<file path="src/imcg_pkg.sv">
// Shared types, register indexes and the reciprocal table of the im2col gather block.
package imcg_pkg;

   // Configuration register indexes.
   localparam logic [2:0] CSR_CHANNEL_COUNT = 3'd0;
   localparam logic [2:0] CSR_IMAGE_HEIGHT  = 3'd1;
   localparam logic [2:0] CSR_IMAGE_WIDTH   = 3'd2;
   localparam logic [2:0] CSR_KERNEL_SIZE   = 3'd3;
   localparam logic [2:0] CSR_PAD_AMOUNT    = 3'd4;
   localparam logic [2:0] CSR_STRIDE_STEP   = 3'd5;

   // Request operation codes.
   localparam logic OP_WRITE = 1'b0;
   localparam logic OP_READ  = 1'b1;

   // Fixed point shift of the reciprocal table.
   localparam int RECIP_SHIFT = 20;

   typedef struct packed {
      logic        operation;
      logic [15:0] pixel_address;
      logic [31:0] pixel_value;
      logic [15:0] col_row;
      logic [8:0]  out_y;
      logic [8:0]  out_x;
   } req_word_type;

   typedef struct packed {
      logic [31:0] element_value;
      logic        is_padding;
      logic        request_error;
   } rsp_word_type;

   // Effective geometry handed from the configuration unit to the gather sequencer.
   typedef struct packed {
      logic        busy;
      logic [8:0]  img_h;
      logic [8:0]  img_w;
      logic [3:0]  ker;
      logic [2:0]  pad;
      logic [3:0]  stride;
      logic [20:0] ker_recip;
      logic [15:0] row_limit;
      logic [24:0] pix_limit;
      logic [8:0]  out_h;
      logic [8:0]  out_w;
   } geom_type;

   typedef enum logic [1:0] {
      CFG_IDLE,
      CFG_STEP1,
      CFG_STEP2,
      CFG_STEP3
   } cfg_phase_type;

   typedef enum logic [3:0] {
      GAT_IDLE,
      GAT_WRITE,
      GAT_DIV1,
      GAT_DIV2,
      GAT_REM,
      GAT_POS,
      GAT_ADDR,
      GAT_READ,
      GAT_WAIT,
      GAT_DONE
   } gat_state_type;

   // ceil(2^20 / d): floor(n * recip >> 20) equals n / d for every 16-bit n.
   // A divisor of zero acts as one.
   function automatic logic [20:0] recip_of(input logic [3:0] d);
      logic [20:0] r;
      unique case (d)
         4'd0, 4'd1: r = 21'd1048576;
         4'd2:       r = 21'd524288;
         4'd3:       r = 21'd349526;
         4'd4:       r = 21'd262144;
         4'd5:       r = 21'd209716;
         4'd6:       r = 21'd174763;
         4'd7:       r = 21'd149797;
         4'd8:       r = 21'd131072;
         4'd9:       r = 21'd116509;
         4'd10:      r = 21'd104858;
         4'd11:      r = 21'd95326;
         4'd12:      r = 21'd87382;
         4'd13:      r = 21'd80660;
         4'd14:      r = 21'd74899;
         4'd15:      r = 21'd69906;
      endcase
      return r;
   endfunction

endpackage

</file>
<file path="src/imcg_gather.sv">
// Per-word sequencer: range checks, row split, address build and image store access.
module imcg_gather #(
   parameter int STORE_DEPTH   = 65536,
   parameter int ELEMENT_WIDTH = 32
) (
   input  logic                             clock,
   input  logic                             reset,
   input  logic                             start,
   input  imcg_pkg::req_word_type           req_word,
   input  imcg_pkg::geom_type               geom,
   output logic                             idle,
   output logic                             done,
   input  logic                             take,
   output imcg_pkg::rsp_word_type           rsp_word,
   output logic                             mem_wr_en,
   output logic [$clog2(STORE_DEPTH)-1:0]   mem_wr_addr,
   output logic [ELEMENT_WIDTH-1:0]         mem_wr_data,
   output logic                             mem_rd_en,
   output logic [$clog2(STORE_DEPTH)-1:0]   mem_rd_addr,
   input  logic [ELEMENT_WIDTH-1:0]         mem_rd_data
);

   localparam int AW = $clog2(STORE_DEPTH);
   localparam logic [24:0] DEPTH_LIM = 25'(STORE_DEPTH);

   imcg_pkg::gat_state_type state_ff, state_in;

   imcg_pkg::req_word_type item_ff, item_in;
   logic [15:0] q1_ff, q1_in;
   logic [12:0] oys_ff, oys_in;
   logic [12:0] oxs_ff, oxs_in;
   logic [7:0]  c_ff, c_in;
   logic [3:0]  kc_ff, kc_in;
   logic [3:0]  kr_ff, kr_in;
   logic [16:0] chh_ff, chh_in;
   logic [16:0] base_ff, base_in;
   logic [8:0]  x_ff, x_in;
   logic [24:0] addr_ff, addr_in;
   logic        hit_ff, hit_in;
   logic [31:0] value_ff, value_in;
   logic        pad_ff, pad_in;
   logic        err_ff, err_in;

   logic [24:0] wr_addr_wide;
   logic        wr_bad;
   logic [63:0] wr_data_wide;
   logic [63:0] rd_data_wide;
   logic [36:0] q1_prod;
   logic [36:0] c_prod;
   logic [19:0] q1k_prod;
   logic [15:0] rem1;
   logic [11:0] ck_prod;
   logic [15:0] rem2;
   logic [13:0] ysum, xsum, ydiff, xdiff;
   logic        pad_y, pad_x;
   logic [25:0] addr_prod;
   logic [25:0] addr_sum;
   logic        rd_go;

   assign wr_addr_wide = 25'(item_ff.pixel_address);
   assign wr_bad       = (wr_addr_wide >= DEPTH_LIM) || (wr_addr_wide >= geom.pix_limit);
   assign wr_data_wide = 64'(item_ff.pixel_value);
   assign rd_data_wide = 64'(mem_rd_data);

   // Division by the kernel side goes through a reciprocal multiply.
   assign q1_prod  = 37'(item_ff.col_row) * 37'(geom.ker_recip);
   assign c_prod   = 37'(q1_ff) * 37'(geom.ker_recip);
   assign q1k_prod = 20'(q1_ff) * 20'(geom.ker);
   assign rem1     = item_ff.col_row - q1k_prod[15:0];
   assign ck_prod  = 12'(c_ff) * 12'(geom.ker);
   assign rem2     = q1_ff - 16'(ck_prod);

   assign ysum  = 14'(oys_ff) + 14'(kr_ff);
   assign xsum  = 14'(oxs_ff) + 14'(kc_ff);
   assign ydiff = ysum - 14'(geom.pad);
   assign xdiff = xsum - 14'(geom.pad);
   assign pad_y = (ysum < 14'(geom.pad)) || (ydiff >= 14'(geom.img_h));
   assign pad_x = (xsum < 14'(geom.pad)) || (xdiff >= 14'(geom.img_w));

   assign addr_prod = 26'(base_ff) * 26'(geom.img_w);
   assign addr_sum  = addr_prod + 26'(x_ff);

   assign rd_go = (state_ff == imcg_pkg::GAT_READ) && !err_ff && !pad_ff
                  && (addr_ff < DEPTH_LIM);

   assign mem_wr_en   = (state_ff == imcg_pkg::GAT_WRITE) && !wr_bad;
   assign mem_wr_addr = wr_addr_wide[AW-1:0];
   assign mem_wr_data = wr_data_wide[ELEMENT_WIDTH-1:0];
   assign mem_rd_en   = rd_go;
   assign mem_rd_addr = addr_ff[AW-1:0];

   assign idle = (state_ff == imcg_pkg::GAT_IDLE);
   assign done = (state_ff == imcg_pkg::GAT_DONE);

   always_comb begin
      rsp_word.element_value = value_ff;
      rsp_word.is_padding    = pad_ff;
      rsp_word.request_error = err_ff;
   end

   always_comb begin
      state_in = state_ff;
      item_in  = item_ff;
      q1_in    = q1_ff;
      oys_in   = oys_ff;
      oxs_in   = oxs_ff;
      c_in     = c_ff;
      kc_in    = kc_ff;
      kr_in    = kr_ff;
      chh_in   = chh_ff;
      base_in  = base_ff;
      x_in     = x_ff;
      addr_in  = addr_ff;
      hit_in   = hit_ff;
      value_in = value_ff;
      pad_in   = pad_ff;
      err_in   = err_ff;

      unique case (state_ff)
         imcg_pkg::GAT_IDLE: begin
            if (start) begin
               item_in  = req_word;
               state_in = (req_word.operation == imcg_pkg::OP_WRITE) ?
                          imcg_pkg::GAT_WRITE : imcg_pkg::GAT_DIV1;
            end
         end
         imcg_pkg::GAT_WRITE: begin
            value_in = 32'd0;
            pad_in   = 1'b0;
            err_in   = wr_bad;
            state_in = imcg_pkg::GAT_DONE;
         end
         imcg_pkg::GAT_DIV1: begin
            q1_in    = q1_prod[35:20];
            oys_in   = 13'(item_ff.out_y) * 13'(geom.stride);
            oxs_in   = 13'(item_ff.out_x) * 13'(geom.stride);
            err_in   = (item_ff.col_row >= geom.row_limit)
                       || (item_ff.out_y >= geom.out_h)
                       || (item_ff.out_x >= geom.out_w);
            state_in = imcg_pkg::GAT_DIV2;
         end
         imcg_pkg::GAT_DIV2: begin
            // Channel is below 256 whenever the row passed its range check.
            c_in     = c_prod[27:20];
            kc_in    = rem1[3:0];
            state_in = imcg_pkg::GAT_REM;
         end
         imcg_pkg::GAT_REM: begin
            kr_in    = rem2[3:0];
            chh_in   = 17'(c_ff) * 17'(geom.img_h);
            state_in = imcg_pkg::GAT_POS;
         end
         imcg_pkg::GAT_POS: begin
            pad_in   = !err_ff && (pad_y || pad_x);
            base_in  = chh_ff + 17'(ydiff[8:0]);
            x_in     = xdiff[8:0];
            state_in = imcg_pkg::GAT_ADDR;
         end
         imcg_pkg::GAT_ADDR: begin
            addr_in  = addr_sum[24:0];
            state_in = imcg_pkg::GAT_READ;
         end
         imcg_pkg::GAT_READ: begin
            hit_in   = rd_go;
            err_in   = err_ff || (!pad_ff && (addr_ff >= DEPTH_LIM));
            state_in = imcg_pkg::GAT_WAIT;
         end
         imcg_pkg::GAT_WAIT: begin
            value_in = hit_ff ? rd_data_wide[31:0] : 32'd0;
            state_in = imcg_pkg::GAT_DONE;
         end
         imcg_pkg::GAT_DONE: begin
            if (take) begin
               state_in = imcg_pkg::GAT_IDLE;
            end
         end
         default: state_in = imcg_pkg::GAT_IDLE;
      endcase
   end

   always_ff @(posedge clock) begin
      if (reset) begin
         state_ff <= imcg_pkg::GAT_IDLE;
      end else begin
         state_ff <= state_in;
      end
   end

   always_ff @(posedge clock) begin
      item_ff  <= item_in;
      q1_ff    <= q1_in;
      oys_ff   <= oys_in;
      oxs_ff   <= oxs_in;
      c_ff     <= c_in;
      kc_ff    <= kc_in;
      kr_ff    <= kr_in;
      chh_ff   <= chh_in;
      base_ff  <= base_in;
      x_ff     <= x_in;
      addr_ff  <= addr_in;
      hit_ff   <= hit_in;
      value_ff <= value_in;
      pad_ff   <= pad_in;
      err_ff   <= err_in;
   end

endmodule

</file>
<file path="config.mk">
export PLATFORM = sky130hd
export DESIGN_NAME = imcg_gather
export DESIGN_NICKNAME = d
export VERILOG_FILES = /design/src/imcg_pkg.sv /design/src/imcg_gather.sv
export SDC_FILE = /design/constraint.sdc
export NUM_CORES = 2
export LEC_CHECK = 0
export BUFFER_PORTS_ARGS = -buffer_cell sky130_fd_sc_hd__buf_2
export CORE_MARGIN = 4
export CORE_UTILIZATION = 40
export DETAILED_ROUTE_END_ITERATION = 10
export GPL_TIMING_DRIVEN = 0
export PLACE_DENSITY = 0.62
export SLEW_MARGIN = 15
export SYNTH_ARGS = -nofsm -noshare
export SYNTH_HDL_FRONTEND = slang
export SYNTH_SLANG_ARGS = --single-unit
</file>
<file path="constraint.sdc">
create_clock -name clock -period 9.5 [get_ports clock]
set_clock_uncertainty 0.15 [all_clocks]
set_input_delay 1.425 -clock clock [delete_from_list [all_inputs] [get_ports clock]]
set_output_delay 1.425 -clock clock [all_outputs]
set_load 0.1 [all_outputs]
</file>
Yosys cells after proc, flatten, opt, wreduce, memory -nomap -nowiden
Index checks and enable logic that the tools add are counted.

cells by class
  $add $sub $neg = 8
  multiply operators = 8
  magnitude comparators = 11
  equal/unequal tests = 11
  multiplexer cells = 8
  reduce and logical (&&, ||, !) cells = 23

operator list
  kind                    number
  $pmux W32 S2            1
  $mul A16 B21 Y36        1
  $pmux W4 S9             1
  $mux W32                1
  $add A13 B4 Y14         2
  $ge A14 B9 Y1           2
  $lt A14 B3 Y1           2
  $mul A16 B21 Y28        1
  $sub A14 B3 Y14         2
  $mul A9 B4 Y13          2
  $add A25 B9 Y25         1
  $ge A16 B25 Y1          1
  $ge A25 B17 Y1 const B  1
  $lt A25 B17 Y1 const B  1
  $mul A17 B9 Y25         1
  $ge A9 B9 Y1            2
  $add A17 B9 Y17         1
  $ge A16 B17 Y1 const B  1
  $mul A8 B9 Y17          1
  $eq A4 B3 Y1 const B    4
  $ge A16 B16 Y1          1
  $mul A16 B4 Y4          1
  $eq A4 B2 Y1 const B    2
  $eq A4 B4 Y1 const B    2
  17 further kinds        34

word-level totals
  bits in registers = 247
  bits of input ports = 229
  output and inout bits = 102
  word-level logic and storage cells = 89

Depth between registers and ports, before layout
  depth in word-level cells = 7
  gate-level depth with buffers = 24
  gate-level depth less buffers = 23

Worst setup path after synthesis
OpenSTA, ideal clock, no wires.

  path kind = in2out
  start = input geom[19] (netlist name)
  end = output mem_wr_en
  arrival = 5885 ps
  data required time = 7925 ps
  slack = 2040 ps
  stages on the path = 11
  path buffers = 0
  cells stage by stage = inv_1 ha_1 nor2b_1 o21a_1 o21a_1 o21ai_0 a21oi_1 o21ai_0 a21oi_1 o2111ai_1 nor4b_1

on the way
  word-level cells in the longest chain between the ends = 4

RTL lines
  what                 RTL line           RTL
  start, declared      imcg_gather.sv:10  input imcg_pkg::geom_type geom,
  $ge A16 B25 Y1       imcg_gather.sv:61  assign wr_bad = (wr_addr_wide >= DEPTH_LIM) || (wr_addr_wide >= geom.pix_limit);
  $logic_or A1 B1 Y1   imcg_gather.sv:61
  $logic_not A1 Y1     imcg_gather.sv:86  assign mem_wr_en = (state_ff == imcg_pkg::GAT_WRITE) && !wr_bad;
  $logic_and A1 B1 Y1  imcg_gather.sv:86
  end, declared        imcg_gather.sv:15  output logic mem_wr_en,

Every way passes these cells.

Worst setup path after layout
  start = input geom[77] (netlist name)
  end = register c_ff[7], data pin

on the way
  word-level cells in the longest chain between the ends = 1

RTL lines
  what                  RTL line            RTL
  $mul A16 B21 Y28      imcg_gather.sv:67   assign c_prod = 37'(q1_ff) * 37'(geom.ker_recip);
  net c_prod[27]        imcg_gather.sv:49   logic [36:0] c_prod;
  end signal, assigned  imcg_gather.sv:194  c_ff <= c_in;
  end, declared         imcg_gather.sv:32   logic [7:0] c_ff, c_in;

The timed path passes the listed nets, and every way through them passes these cells.
A chain may end at the register's enable or synchronous reset.

==> impl_metrics.yaml <==
worst_setup_path:
  rr_worst_depth: 21
  required_ns: 9.64
  r2r-end: "c_ff[7]"
  critPathKind: "input port to register"
  r2r_setup_slack_ns: 1.71
  rr_startpoint: "q1_ff[3]"
  start_kind: "input port"
  cp-end-kind: "register"
  critical_path_peak_fanout: 10
  cp.arrival_ns: 8.71
routing:
  drc: 0
  first_iter_violations: 1507
  totalWireLength_mm: 109
  num_vias: 29100
  avgRoutedWirePerCell_um: 18.6
  vias_per_cell: 4.96
  firstDrtPassIters: 5
  antenna_left: 0
floorplan:
  die_h_um: 326
  die_w_um: 326
  rows: 116
  dieArea_um2: 106000
  start_util: 0.403
  core_area_um2: 100000
  pin_count: 331
timing:
  fin_crit_sh: 0.902
  rsz0062_at_grt: "no"
  fmax_mhz: 117
  worst_slew_margin_rel: 0.297
  hold_viol: 0
  min_period_ns: 8.57
  drv_slew: 0
  setup-tns-final_ns: 0
  setup_viol: 0
  setup_ws_ns: 0.929
  worst_slew_pin_slew_ns: 1.05
clocking:
  cts_setup_buffers: 0
  cts_num_sinks: 247
  cts-buffers-inserted: 34
  ctsResizeCount: 0
  cts_hold_buf: 0
  cts_tree: "built"
  clock_latency_ns: 0.59
  cts_buffer_depth: 3
  clk_pin_slew_ns: 0.06
  root_buffer: "clkbuf_16"
  htreeDepth: 2
outcome:
  outcome: "complete, no violations"
logic_synthesis:
  synth_seq_cells: 247
  syn-num-nets: 5495
  syn_area_um2: 40400
  async_flop_share: 0
  synth.distinct_cells: 79
  yosysWarnings: 0
  synth_edf_count: 243
  synthFlopType: "edfxtp_1"
  ys_seq_area_frac: 0.183
  syn_inst: 4174
  avgSynthCellArea_um2: 9.68
run:
  maxCapViolCount: 0
grt:
  grt_pass1_vias: 31400
  grt_max_degree: 48
  track_usage: 0.210
  grt-ovfl-total: 0
  grt_pass1_wl_mm: 174
  antenna_found_initial: 13
finish:
  final_area_um2: 44900
  final_cell_mix: "inv_1 (853), fa_1 (682), nand2_1 (572)"
  finalCoreUtilization: 0.448
  layout-drive-gt1-share: 0.105
  final_common_cell: "inv_1"
  layout-area-overhead-vs-synth_pct: 11.1
  multi_input_area_um2: 28700
  seqCellArea_um2: 7380
  nets: 5860
  fillerInstances: 9730
placed_design:
  gp_congestion: 0.923
  dp_worst_setup_slack_ns: 0.325
  placed_area_um2: 43800
  io_buffers: 316
  dp_hpwl_mm: 90.9
min_path:
  hold_path_end: "addr_ff[0]"
  worstHoldStart: "x_ff[0]"
  min_path_type: "register to register"
  min_path_cells: 1
==> registers in the layout, indices dropped and copies added (netlist names), 8 cells and up <==
register,flops
item_ff,34
mem_wr_data,32
value_ff,32
addr_ff,25
base_ff,17
chh_ff,17
mem_wr_addr,16
q1_ff,16
oxs_ff,13
oys_ff,13
x_ff,9
c_ff,8
==> per-layer routing <==
metal | share of wire | up-vias | GRT usage
met1 | 0.40 | 14600 | 0.258
li1 | - | 13500 | -
met2 | 0.50 | 753 | 0.372
met4 | 0.045 | 4 | 0.0830
met5 | 0.00025 | - | 0
met3 | 0.056 | 215 | 0.0321
==> through the flow <==
step           hold WS, ns  cells
2_1_floorplan        0.376   4174
3_3_place_gp         0.393   5788
3_5_place_dp         0.389   5801
4_1_cts              0.403   5859
5_1_grt              0.418   5861
6_report             0.398   5870
==> how the worst max path moves through the flow <==
| stage | startpoint | endpoint | slack, ns |
|---|---|---|---|
| 2_1_floorplan | geom[19] | mem_wr_en | 2.04 |
| 3_3_place_gp | geom[77] | c_ff[7] | 0.49 |
| 3_5_place_dp | geom[77] | c_ff[7] | 0.32 |
| 4_1_cts | geom[77] | c_ff[7] | 0.95 |
| 5_1_grt | geom[77] | c_ff[7] | 0.73 |
| 6_report | geom[77] | c_ff[7] | 0.93 |
==> cell usage after synthesis (3+ instances only) <==
master | instances | share of area
mux2i_1 | 4 | 0.00099
ha_1 | 410 | 0.13
nand4_1 | 16 | 0.0025
a2111o_1 | 3 | 0.00084
o311ai_0 | 5 | 0.0011
a221oi_1 | 4 | 0.00087
dfxtp_1 | 4 | 0.0020
nor3b_1 | 3 | 0.00056
a31o_2 | 5 | 0.0011
inv_1 | 853 | 0.079
nand2b_1 | 17 | 0.0026
nor3_1 | 31 | 0.0038
nor2b_1 | 17 | 0.0026
edfxtp_1 | 243 | 0.18
o31ai_1 | 3 | 0.00056
xor2_1 | 39 | 0.0085
a211oi_2 | 3 | 0.00093
buf_1 | 3 | 0.00028
o21bai_1 | 18 | 0.0033
buf_4 | 67 | 0.012
nand2_1 | 572 | 0.053
and3_1 | 8 | 0.0012
clkbuf_1 | 166 | 0.015
nor4b_1 | 4 | 0.00087
a31oi_1 | 10 | 0.0015
or3_1 | 8 | 0.0012
a21boi_0 | 5 | 0.00093
nor4_1 | 7 | 0.0011
nand3_1 | 27 | 0.0033
a211oi_1 | 11 | 0.0020
o211ai_1 | 6 | 0.0011
nor2_1 | 73 | 0.0068
a22oi_1 | 3 | 0.00056
a21o_1 | 53 | 0.0098
and2_1 | 454 | 0.070
o2111ai_1 | 6 | 0.0013
o21a_1 | 14 | 0.0026
fa_1 | 682 | 0.34
xnor2_1 | 126 | 0.027
a21oi_1 | 81 | 0.010
o21ai_0 | 59 | 0.0073
==> worst max-delay path: stages <==
cell	delay (ns)
clkbuf_1	0.56
clkbuf_1	0.73
nand2_1	0.21
fa_1	0.58
inv_1	0.06
fa_1	0.52
inv_1	0.05
fa_1	0.49
inv_1	0.05
fa_1	0.46
fa_1	0.51
inv_1	0.05
fa_1	0.48
inv_1	0.05
ha_1	0.41
nand3_1	0.16
or3_1	0.37
o21a_1	0.23
a31o_2	0.28
o21ai_0	0.34
a21oi_1	0.18
xnor2_1	0.49
==> area by class of cell <==
type,instances,area share
multi-input cells,2836,0.640
flip-flops and latches,247,0.164
inverters,853,0.0714
repair buffers,329,0.0382
well taps,1298,0.0362
plain buffers,238,0.0256
clock buffers,39,0.0194
clock inverters,19,0.00421
diodes,11,0.000613
==> kinds of logic (layout without fill, tap and decap cells) <==
| kind of cell | Yosys count | in the layout | synth area share |
|---|---|---|---|
| and+or+nand+nor | 1248 | 1248 | 0.152 |
| adders and majority gates | 1092 | 1092 | 0.465 |
| buffers and inverters | 1091 | 1478 | 0.108 |
| AOI/OAI and AO/OA | 327 | 327 | 0.0557 |
| DFF | 247 | 247 | 0.183 |
| xor gates and xnor gates | 165 | 165 | 0.0358 |
| muxes | 4 | 4 | 0.000991 |
| other | 0 | 11 | 0 |
Power is not shown: default switching activity piles up to over one toggle a cycle in this logic, so the estimate is an artifact.
