File: src/imcg_pkg.sv
// Shared types, register indexes and the reciprocal table of the im2col gather block.
package imcg_pkg;

   // Configuration register indexes.
   localparam logic [2:0] CSR_CHANNEL_COUNT = 3'd0;
   localparam logic [2:0] CSR_IMAGE_HEIGHT  = 3'd1;
   localparam logic [2:0] CSR_IMAGE_WIDTH   = 3'd2;
   localparam logic [2:0] CSR_KERNEL_SIZE   = 3'd3;
   localparam logic [2:0] CSR_PAD_AMOUNT    = 3'd4;
   localparam logic [2:0] CSR_STRIDE_STEP   = 3'd5;

   // Request operation codes.
   localparam logic OP_WRITE = 1'b0;
   localparam logic OP_READ  = 1'b1;

   // Fixed point shift of the reciprocal table.
   localparam int RECIP_SHIFT = 20;

   typedef struct packed {
      logic        operation;
      logic [15:0] pixel_address;
      logic [31:0] pixel_value;
      logic [15:0] col_row;
      logic [8:0]  out_y;
      logic [8:0]  out_x;
   } req_word_type;

   typedef struct packed {
      logic [31:0] element_value;
      logic        is_padding;
      logic        request_error;
   } rsp_word_type;

   // Effective geometry handed from the configuration unit to the gather sequencer.
   typedef struct packed {
      logic        busy;
      logic [8:0]  img_h;
      logic [8:0]  img_w;
      logic [3:0]  ker;
      logic [2:0]  pad;
      logic [3:0]  stride;
      logic [20:0] ker_recip;
      logic [15:0] row_limit;
      logic [24:0] pix_limit;
      logic [8:0]  out_h;
      logic [8:0]  out_w;
   } geom_type;

   typedef enum logic [1:0] {
      CFG_IDLE,
      CFG_STEP1,
      CFG_STEP2,
      CFG_STEP3
   } cfg_phase_type;

   typedef enum logic [3:0] {
      GAT_IDLE,
      GAT_WRITE,
      GAT_DIV1,
      GAT_DIV2,
      GAT_REM,
      GAT_POS,
      GAT_ADDR,
      GAT_READ,
      GAT_WAIT,
      GAT_DONE
   } gat_state_type;

   // ceil(2^20 / d): floor(n * recip >> 20) equals n / d for every 16-bit n.
   // A divisor of zero acts as one.
   function automatic logic [20:0] recip_of(input logic [3:0] d);
      logic [20:0] r;
      unique case (d)
         4'd0, 4'd1: r = 21'd1048576;
         4'd2:       r = 21'd524288;
         4'd3:       r = 21'd349526;
         4'd4:       r = 21'd262144;
         4'd5:       r = 21'd209716;
         4'd6:       r = 21'd174763;
         4'd7:       r = 21'd149797;
         4'd8:       r = 21'd131072;
         4'd9:       r = 21'd116509;
         4'd10:      r = 21'd104858;
         4'd11:      r = 21'd95326;
         4'd12:      r = 21'd87382;
         4'd13:      r = 21'd80660;
         4'd14:      r = 21'd74899;
         4'd15:      r = 21'd69906;
      endcase
      return r;
   endfunction

endpackage

File: src/imcg_cfg.sv
// Configuration registers and the derived geometry limits, recomputed after each write.
module imcg_cfg (
   input  logic             clock,
   input  logic             reset,
   input  logic             csr_valid,
   output logic             csr_ready,
   input  logic [2:0]       csr_index,
   input  logic [15:0]      csr_data,
   output imcg_pkg::geom_type geom
);

   imcg_pkg::cfg_phase_type phase_ff, phase_in;

   logic [8:0]  ch_raw_ff, ch_raw_in;
   logic [8:0]  h_raw_ff, h_raw_in;
   logic [8:0]  w_raw_ff, w_raw_in;
   logic [3:0]  k_raw_ff, k_raw_in;
   logic [2:0]  p_raw_ff, p_raw_in;
   logic [3:0]  s_raw_ff, s_raw_in;

   logic [8:0]  ch_eff, h_eff, w_eff;
   logic [3:0]  k_eff, s_eff;

   logic [7:0]  kk_ff, kk_in;
   logic [16:0] chh_ff, chh_in;
   logic [8:0]  span_h_ff, span_h_in;
   logic [8:0]  span_w_ff, span_w_in;
   logic [20:0] rk_ff, rk_in;
   logic [20:0] rs_ff, rs_in;
   logic [15:0] row_lim_ff, row_lim_in;
   logic [24:0] pix_lim_ff, pix_lim_in;
   logic        lt_h_ff, lt_h_in;
   logic        lt_w_ff, lt_w_in;
   logic [8:0]  qh_ff, qh_in;
   logic [8:0]  qw_ff, qw_in;
   logic [8:0]  oh_ff, oh_in;
   logic [8:0]  ow_ff, ow_in;

   logic        wr_fire;
   logic [16:0] row_prod;
   logic [25:0] pix_prod;
   logic [8:0]  diff_h, diff_w;
   logic [29:0] quot_h, quot_w;

   function automatic logic [8:0] clamp_dim(input logic [8:0] v);
      logic [8:0] r;
      if (v == 9'd0) begin
         r = 9'd1;
      end else if (v > 9'd256) begin
         r = 9'd256;
      end else begin
         r = v;
      end
      return r;
   endfunction

   assign ch_eff = clamp_dim(ch_raw_ff);
   assign h_eff  = clamp_dim(h_raw_ff);
   assign w_eff  = clamp_dim(w_raw_ff);
   assign k_eff  = (k_raw_ff == 4'd0) ? 4'd1 : k_raw_ff;
   assign s_eff  = (s_raw_ff == 4'd0) ? 4'd1 : s_raw_ff;

   assign csr_ready = (phase_ff == imcg_pkg::CFG_IDLE);
   assign wr_fire   = csr_valid && csr_ready;

   always_comb begin
      ch_raw_in = ch_raw_ff;
      h_raw_in  = h_raw_ff;
      w_raw_in  = w_raw_ff;
      k_raw_in  = k_raw_ff;
      p_raw_in  = p_raw_ff;
      s_raw_in  = s_raw_ff;
      if (wr_fire) begin
         unique case (csr_index)
            imcg_pkg::CSR_CHANNEL_COUNT: ch_raw_in = csr_data[8:0];
            imcg_pkg::CSR_IMAGE_HEIGHT:  h_raw_in  = csr_data[8:0];
            imcg_pkg::CSR_IMAGE_WIDTH:   w_raw_in  = csr_data[8:0];
            imcg_pkg::CSR_KERNEL_SIZE:   k_raw_in  = csr_data[3:0];
            imcg_pkg::CSR_PAD_AMOUNT:    p_raw_in  = csr_data[2:0];
            imcg_pkg::CSR_STRIDE_STEP:   s_raw_in  = csr_data[3:0];
            default: ;
         endcase
      end

      if (wr_fire) begin
         phase_in = imcg_pkg::CFG_STEP1;
      end else begin
         unique case (phase_ff)
            imcg_pkg::CFG_STEP1: phase_in = imcg_pkg::CFG_STEP2;
            imcg_pkg::CFG_STEP2: phase_in = imcg_pkg::CFG_STEP3;
            imcg_pkg::CFG_STEP3: phase_in = imcg_pkg::CFG_IDLE;
            imcg_pkg::CFG_IDLE:  phase_in = imcg_pkg::CFG_IDLE;
         endcase
      end
   end

   // The limits run through three register stages and have settled once busy drops after a write.
   always_comb begin
      kk_in     = 8'(k_eff) * 8'(k_eff);
      chh_in    = 17'(ch_eff) * 17'(h_eff);
      span_h_in = h_eff + 9'({p_raw_ff, 1'b0});
      span_w_in = w_eff + 9'({p_raw_ff, 1'b0});
      rk_in     = imcg_pkg::recip_of(k_eff);
      rs_in     = imcg_pkg::recip_of(s_eff);

      row_prod   = 17'(ch_eff) * 17'(kk_ff);
      row_lim_in = row_prod[15:0];
      pix_prod   = 26'(chh_ff) * 26'(w_eff);
      pix_lim_in = pix_prod[24:0];
      lt_h_in    = span_h_ff < 9'(k_eff);
      lt_w_in    = span_w_ff < 9'(k_eff);
      diff_h     = lt_h_in ? 9'd0 : (span_h_ff - 9'(k_eff));
      diff_w     = lt_w_in ? 9'd0 : (span_w_ff - 9'(k_eff));
      quot_h     = 30'(diff_h) * 30'(rs_ff);
      quot_w     = 30'(diff_w) * 30'(rs_ff);
      qh_in      = quot_h[28:20];
      qw_in      = quot_w[28:20];

      oh_in = lt_h_ff ? 9'd0 : (qh_ff + 9'd1);
      ow_in = lt_w_ff ? 9'd0 : (qw_ff + 9'd1);
   end

   always_ff @(posedge clock) begin
      if (reset) begin
         phase_ff   <= imcg_pkg::CFG_IDLE;
         ch_raw_ff  <= 9'd1;
         h_raw_ff   <= 9'd1;
         w_raw_ff   <= 9'd1;
         k_raw_ff   <= 4'd1;
         p_raw_ff   <= 3'd0;
         s_raw_ff   <= 4'd1;
         kk_ff      <= 8'd1;
         chh_ff     <= 17'd1;
         span_h_ff  <= 9'd1;
         span_w_ff  <= 9'd1;
         rk_ff      <= imcg_pkg::recip_of(4'd1);
         rs_ff      <= imcg_pkg::recip_of(4'd1);
         row_lim_ff <= 16'd1;
         pix_lim_ff <= 25'd1;
         lt_h_ff    <= 1'b0;
         lt_w_ff    <= 1'b0;
         qh_ff      <= 9'd0;
         qw_ff      <= 9'd0;
         oh_ff      <= 9'd1;
         ow_ff      <= 9'd1;
      end else begin
         phase_ff   <= phase_in;
         ch_raw_ff  <= ch_raw_in;
         h_raw_ff   <= h_raw_in;
         w_raw_ff   <= w_raw_in;
         k_raw_ff   <= k_raw_in;
         p_raw_ff   <= p_raw_in;
         s_raw_ff   <= s_raw_in;
         kk_ff      <= kk_in;
         chh_ff     <= chh_in;
         span_h_ff  <= span_h_in;
         span_w_ff  <= span_w_in;
         rk_ff      <= rk_in;
         rs_ff      <= rs_in;
         row_lim_ff <= row_lim_in;
         pix_lim_ff <= pix_lim_in;
         lt_h_ff    <= lt_h_in;
         lt_w_ff    <= lt_w_in;
         qh_ff      <= qh_in;
         qw_ff      <= qw_in;
         oh_ff      <= oh_in;
         ow_ff      <= ow_in;
      end
   end

   always_comb begin
      geom.busy      = (phase_ff != imcg_pkg::CFG_IDLE);
      geom.img_h     = h_eff;
      geom.img_w     = w_eff;
      geom.ker       = k_eff;
      geom.pad       = p_raw_ff;
      geom.stride    = s_eff;
      geom.ker_recip = rk_ff;
      geom.row_limit = row_lim_ff;
      geom.pix_limit = pix_lim_ff;
      geom.out_h     = oh_ff;
      geom.out_w     = ow_ff;
   end

endmodule

File: config.mk
export PLATFORM = sky130hd
export DESIGN_NAME = imcg_cfg
export DESIGN_NICKNAME = d
export VERILOG_FILES = /design/src/imcg_pkg.sv /design/src/imcg_cfg.sv
export SDC_FILE = /design/constraint.sdc
export NUM_CORES = 2
export LEC_CHECK = 0
export BUFFER_PORTS_ARGS = -buffer_cell sky130_fd_sc_hd__clkbuf_2
export CORE_MARGIN = 1
export CORE_UTILIZATION = 60
export CTS_CLUSTER_DIAMETER = 40
export DETAILED_ROUTE_END_ITERATION = 7
export PLACE_DENSITY = 0.76
export RECOVER_POWER = 50
export SLEW_MARGIN = 25
export SYNTH_ARGS = -nofsm -noshare
export SYNTH_HDL_FRONTEND = slang
export SYNTH_SLANG_ARGS = --single-unit
File: constraint.sdc
create_clock -name clock -period 19.98 [get_ports clock]
set_input_delay 3.996 -clock clock [delete_from_list [all_inputs] [get_ports clock]]
set_output_delay 3.996 -clock clock [all_outputs]
set_load 0.03 [all_outputs]
== Yosys cells after proc, flatten, opt, wreduce, memory -nomap -nowiden ==
Memories as Yosys holds them, arrays and structs flattened. A register that Yosys moved wholly into a read port is not among the register bits.
Index checks and enable logic that the tools add are counted.

* Flip-flop bits (word level): 162
* Bits in read-only memories: 672
* Bits of input ports: 22
* Memories: 2

{| class="wikitable"
|+ Memories
! name !! depth !! width !! read ports !! clocked after memory_dff !! wr ports !! RTL line !! text
|-
| (no name shown) || 16 || 21 || 1 || 1 || 0 || imcg_pkg.sv:73 || <nowiki>unique case (d)</nowiki>
|-
| (no name shown) || 16 || 21 || 1 || 1 || 0 || imcg_pkg.sv:73 ||
|}

* Add/subtract/negate cells: 6
* $mul: 6
* Magnitude comparators: 5
* Equal/unequal tests: 8
* Multiplexer cells: 14
* Reductions and logical operators: 19

{| class="wikitable"
|+ Operators with widths
! operator !! count
|-
| 2-to-1 mux 9 bit || 8
|-
| multiplier 9 x 21 -> 29 bit || 2
|-
| > comparator 9 bit, second input constant || 3
|-
| logical NOT 9 bit || 3
|-
| multiplier 17 x 9 -> 25 bit || 1
|-
| adder 9 x 1 -> 9 bit, second input constant || 2
|-
| adder 9 x 4 -> 9 bit || 2
|-
| < comparator 9 x 4 -> 1 bit || 2
|-
| subtractor 9 x 4 -> 9 bit || 2
|-
| multiplier 9 x 9 -> 17 bit || 1
|-
| multiplier 9 x 8 -> 16 bit || 1
|-
| AND reduction 2 bit || 6
|-
| logical NOT 4 bit || 2
|-
| multiplier 4 x 4 -> 8 bit || 1
|-
| 2-to-1 mux 4 bit || 2
|-
| OR reduction 2 bit || 4
|-
| == test 3 x 2 -> 1 bit, second input constant || 2
|-
| == test 3 bit, second input constant || 2
|-
| one-hot mux 2 bit (3 select lines) || 1
|-
| == test 2 bit, second input constant || 2
|-
| == test 3 x 1 -> 1 bit, second input constant || 1
|-
| logical NOT 3 bit || 1
|-
| 2-to-1 mux 1 bit || 3
|-
| == test 2 x 1 -> 1 bit, second input constant || 1
|-
| other kinds (3) || 3
|}

== Depth between registers and ports, before layout ==
* Word-level depth: 5
* Depth in mapped cells: 31

== Least setup slack after synthesis ==
Ideal clock, no wire load.

* Kind: register to register
* Start point: register k_raw_ff[1]
* End point: register qw_ff[8]
* Setup time: 70 ps
* Data arrival time: 6,755 ps
* Required time: 19,910 ps
* Setup slack: 13,154 ps
* Cell stages (with the launch flop): 30
* Buffers on the path: 3
* Period minus slack after synthesis: 6,826 ps
* Path through: dfxtp_1 clkbuf_1 nor3_1 or2_2 ha_1 fa_1 nor2b_1 o21ai_0 nand2b_1 or3_1 mux2i_1 clkbuf_1 clkbuf_1 nor2b_1 fa_1 fa_1 fa_1 inv_1 fa_1 inv_1 ha_1 nand4_1 o21ai_0 nor2b_1 nor4_1 o31ai_2 a211oi_4 a21oi_1 or3_1 a21oi_1

* Word-level cells in the longest chain between the ends: 5

{| class="wikitable"
|+ RTL lines
! what !! RTL line !! text
|-
| start, declared || imcg_cfg.sv:17 || <nowiki>logic [3:0] k_raw_ff, k_raw_in;</nowiki>
|-
| start signal, assigned || imcg_cfg.sv:151 || <nowiki>k_raw_ff <= k_raw_in;</nowiki>
|-
| logical NOT 4 bit || imcg_cfg.sv:60 || <nowiki>assign k_eff = (k_raw_ff == 4'd0) ? 4'd1 : k_raw_ff;</nowiki>
|-
| 2-to-1 mux 4 bit * || imcg_cfg.sv:60 ||
|-
| subtractor 9 x 4 -> 9 bit / < comparator 9 x 4 -> 1 bit (equally long branches) || imcg_cfg.sv:113, imcg_cfg.sv:111 ||
|-
| 2-to-1 mux 9 bit * || imcg_cfg.sv:113 || <nowiki>diff_w = lt_w_in ? 9'd0 : (span_w_ff - 9'(k_eff));</nowiki>
|-
| multiplier 9 x 21 -> 29 bit * || imcg_cfg.sv:115 || <nowiki>quot_w = 30'(diff_w) * 30'(rs_ff);</nowiki>
|-
| end signal, assigned || imcg_cfg.sv:165 || <nowiki>qw_ff <= qw_in;</nowiki>
|-
| end, declared || imcg_cfg.sv:35 || <nowiki>logic [8:0] qw_ff, qw_in;</nowiki>
|}

Mark *: on every way between the ends. The rest lies on a longest branch, timed or not.
A chain may end at the register's enable or synchronous reset.

== Final worst setup path ==
* Start point: input port reset
* End point: register ow_ff[6]

* Word-level cells in the longest chain between the ends: 1

{| class="wikitable"
|+ RTL lines
! what !! RTL line !! text
|-
| start, declared || imcg_cfg.sv:4 || <nowiki>input logic reset,</nowiki>
|-
| OR reduction 2 bit (no source line) || -- ||
|-
| end signal, assigned || imcg_cfg.sv:167 || <nowiki>ow_ff <= ow_in;</nowiki>
|-
| end, declared || imcg_cfg.sv:37 || <nowiki>logic [8:0] ow_ff, ow_in;</nowiki>
|}

Every way passes these cells.

==> impl_results.md <==
- Status: complete, but fails checks
- Violated checks: max-capacitance violations, max-slew violations
- Final Non-Filler Cells: roughly 3800
- Clock Power Share: 0.478
- Nets@finish: 3936
- Max Cap Viol: 3
- Most frequent cells in the layout: 622 x inv_1, 461 x fa_1, 412 x nand2_1, 224 x ha_1, 217 x nor2_1
- Vias in the first global route: about 22000
- Synthesized flop and latch total: between 200 and 250
- R2r setup slk: roughly 12000 ps
- Input/output buffers: 125
- Static Leak: 14.8 nW
- Final setup fails: 0
- DIE AREA: between 40000 and 50000 µm²
- F_max: ~100 MHz
- Seq/Total Area, Yosys: 0.147
- Core footprint: roughly 45000 µm²
- Worst setup SP type: primary input
- Iteration-0 DRC Markers: ~1200
- DIE HEIGHT: roughly 220 µm
- DR pass1 iterations: 5
- Clk root buf: clkbuf_16
- Hold Path End: oh_ff[0]
- Total gr overflow: 0
- H-tree levels: 1
- Final Skew: between 10 and 15 ps
- Clock Latency Late Sink: 570 ps
- Share of layout cells above drive strength 1: 0.0474
- Required @ worst endpoint: around 20000 ps
- Residual DRC: 0
- Placed insts: ~3800
- TritonCTS clock tree: built
- RSZ-0062 raised after global routing: no
- Placement Setup Slack: around 12000 ps
- Setup crit end kind: flip-flop
- Fin Setup TNS: 0 ps
- Final worst path period share: 0.481
- First-pass GRT wire length: 107000 µm
- Worst hold stages: 1
- Synthesized area per cell: between 8 and 9 µm²
- DIE WIDTH: between 200 and 250 µm
- Crit path kind: in2reg
- Headroom to the max-slew limit: -1.84
- Ports: about 130
- Leading cell type in the layout, fill and taps excluded: inv_1
- Area growth syn-to-layout: 6.91%
- Crit-path max FO: a little over 100
- Net Sw Frac: 0.276
- Longest Clk Path Bufs: 3
- R2r worst-path depth: 26
- Post-synth EDFFs: 0
- Number of post-CTS setup repair buffers: 0
- Cell-internal power: 0.756 mW
- Synth Flop Type: dfxtp_1
- FFs w/ async S/R, synth: 0
- Comb pwr share: 0.118
- Vias per Instance: ~5.5
- Initial Util: 0.612
- Gr usage total: 0.281
- Switch Pwr: roughly 0.29 mW
- R2r startpoint: k_raw_ff[1]
- Maximum vdd drop: around 0.066 mV
- Total vias in the final route: 21000
- Min cycle time layout: between 9000 and 10000 ps
- Pins Over Slew Limit: about 190
- DP Wirelength: 47700 µm
- Power, Total: ~1.0 mW
- TritonCTS Sinks: 201
- Worst slew pin tran: 4260 ps
- Final worst setup slack: 10370 ps
- Synthesized cell area: roughly 27000 µm²
- Largest net degree at the start of global routing: around 100
- Post-cts sizing count: 0
- Routed WL: around 62000 µm
- N_diodes: 0
- Initial antenna violation count: 3
- PwrDens: about 36 nW/µm²
- Hold slack: roughly 430 ps
- Syn Inst Count: about 3200
- YS warnings: 0
- Hold buffer count at CTS: 0
- Final ANT Viol Nets: 0
- RR Endpoint: qh_ff[8]
- WP data arrival: 10050 ps
- Final Hold Vio Count: 0
- Worst hold path class: reg2reg
- Sequential Power Share: 0.404
- # rows: a little under 80
- GP Congestion: between 0.9 and 1
- DR WL/cell: approximately 16 µm
- Synth cell types: 56
- Clk slew on worst S/H paths: around 60 ps
- Inserted Clock Buffers: 27
- Hold wc startpoint: lt_h_ff
-- critical path, cell delays in order --
cell and delay (ps):
clkbuf_1 2160, clkbuf_1 3140, or2_2 560, nor2_1 80
-- registers in the layout, indices dropped and copies added (netlist names), 16 cells and up --
register,cells
chh_ff,17
rs_ff,20
row_lim_ff,16
rk_ff,20
pix_lim_ff,25
-- layer usage --
layer  global-route usage  wire (µm)
met3               0.0399       4130
met4               0.0915       1700
met2                0.489      31100
met5                    0         23
met1                0.359      25400
-- how the worst max path moves through the flow --
stage                start       end  slack (ps)  cells past startpoint
5_1_grt              reset  ow_ff[5]        9820                      4
2_1_floorplan  k_raw_ff[1]  qw_ff[8]       13150                     29
3_5_place_dp   k_raw_ff[1]  qh_ff[8]       12170                     26
3_3_place_gp   k_raw_ff[1]  qh_ff[8]       12330                     26
6_report             reset  ow_ff[6]       10370                      4
4_1_cts        k_raw_ff[1]  qh_ff[8]       12160                     26
-- metrics by stage --
stage,area [µm²],utilization
2_1_floorplan,27300,-
3_5_place_dp,28400,0.636
5_1_grt,29200,0.655
3_3_place_gp,28400,0.636
6_report,29200,0.655
4_1_cts,29300,0.657
-- logic make-up after synthesis --
| kind of cell | synth area share |
|---|---|
| other | 0.000275 |
| AND/OR/NAND/NOR | 0.202 |
| multiplexers | 0.0175 |
| flip-flops | 0.147 |
| adder cells (fa/ha/maj) | 0.440 |
| XOR/XNOR | 0.0285 |
| buffers and inverters | 0.109 |
| AO/OA/AOI/OAI | 0.0558 |
-- synth_stat cells, types with 42 or more instances --
library cell,n,area [µm²]
a21oi_1,89,445
and2_1,198,1240
inv_1,622,2330
nor2_1,217,815
clkbuf_1,137,514
o21ai_0,60,300
nand2_1,412,1550
nor3_1,52,260
fa_1,461,9230
xnor2_1,49,429
dfxtp_1,201,4020
ha_1,224,2800
nor2b_1,137,857
mux2i_1,42,420
-- power groups by stage --
stage / Combinational (mW) / Clock (mW) / Sequential, mW
global placement: 0.120 / 0 / 0.430
floorplan: 0.0829 / 0 / 0.430
detailed placement: 0.123 / 0 / 0.430
CTS: 0.124 / 0.508 / 0.421
finish: 0.123 / 0.499 / 0.422
global route: 0.137 / 0.525 / 0.423
-- area by class of cell --
class,count,area (µm²)
Multi-Input combinational cell,2216,20400
Inverter,623,2340
Clock buffer,34,742
Clock inverter,16,208
Fill cell,3692,15400
Sequential cell,201,4030
Timing Repair Buffer,160,781
Tap cell,592,741
No activity file was read; power rests on OpenSTA's default activity.
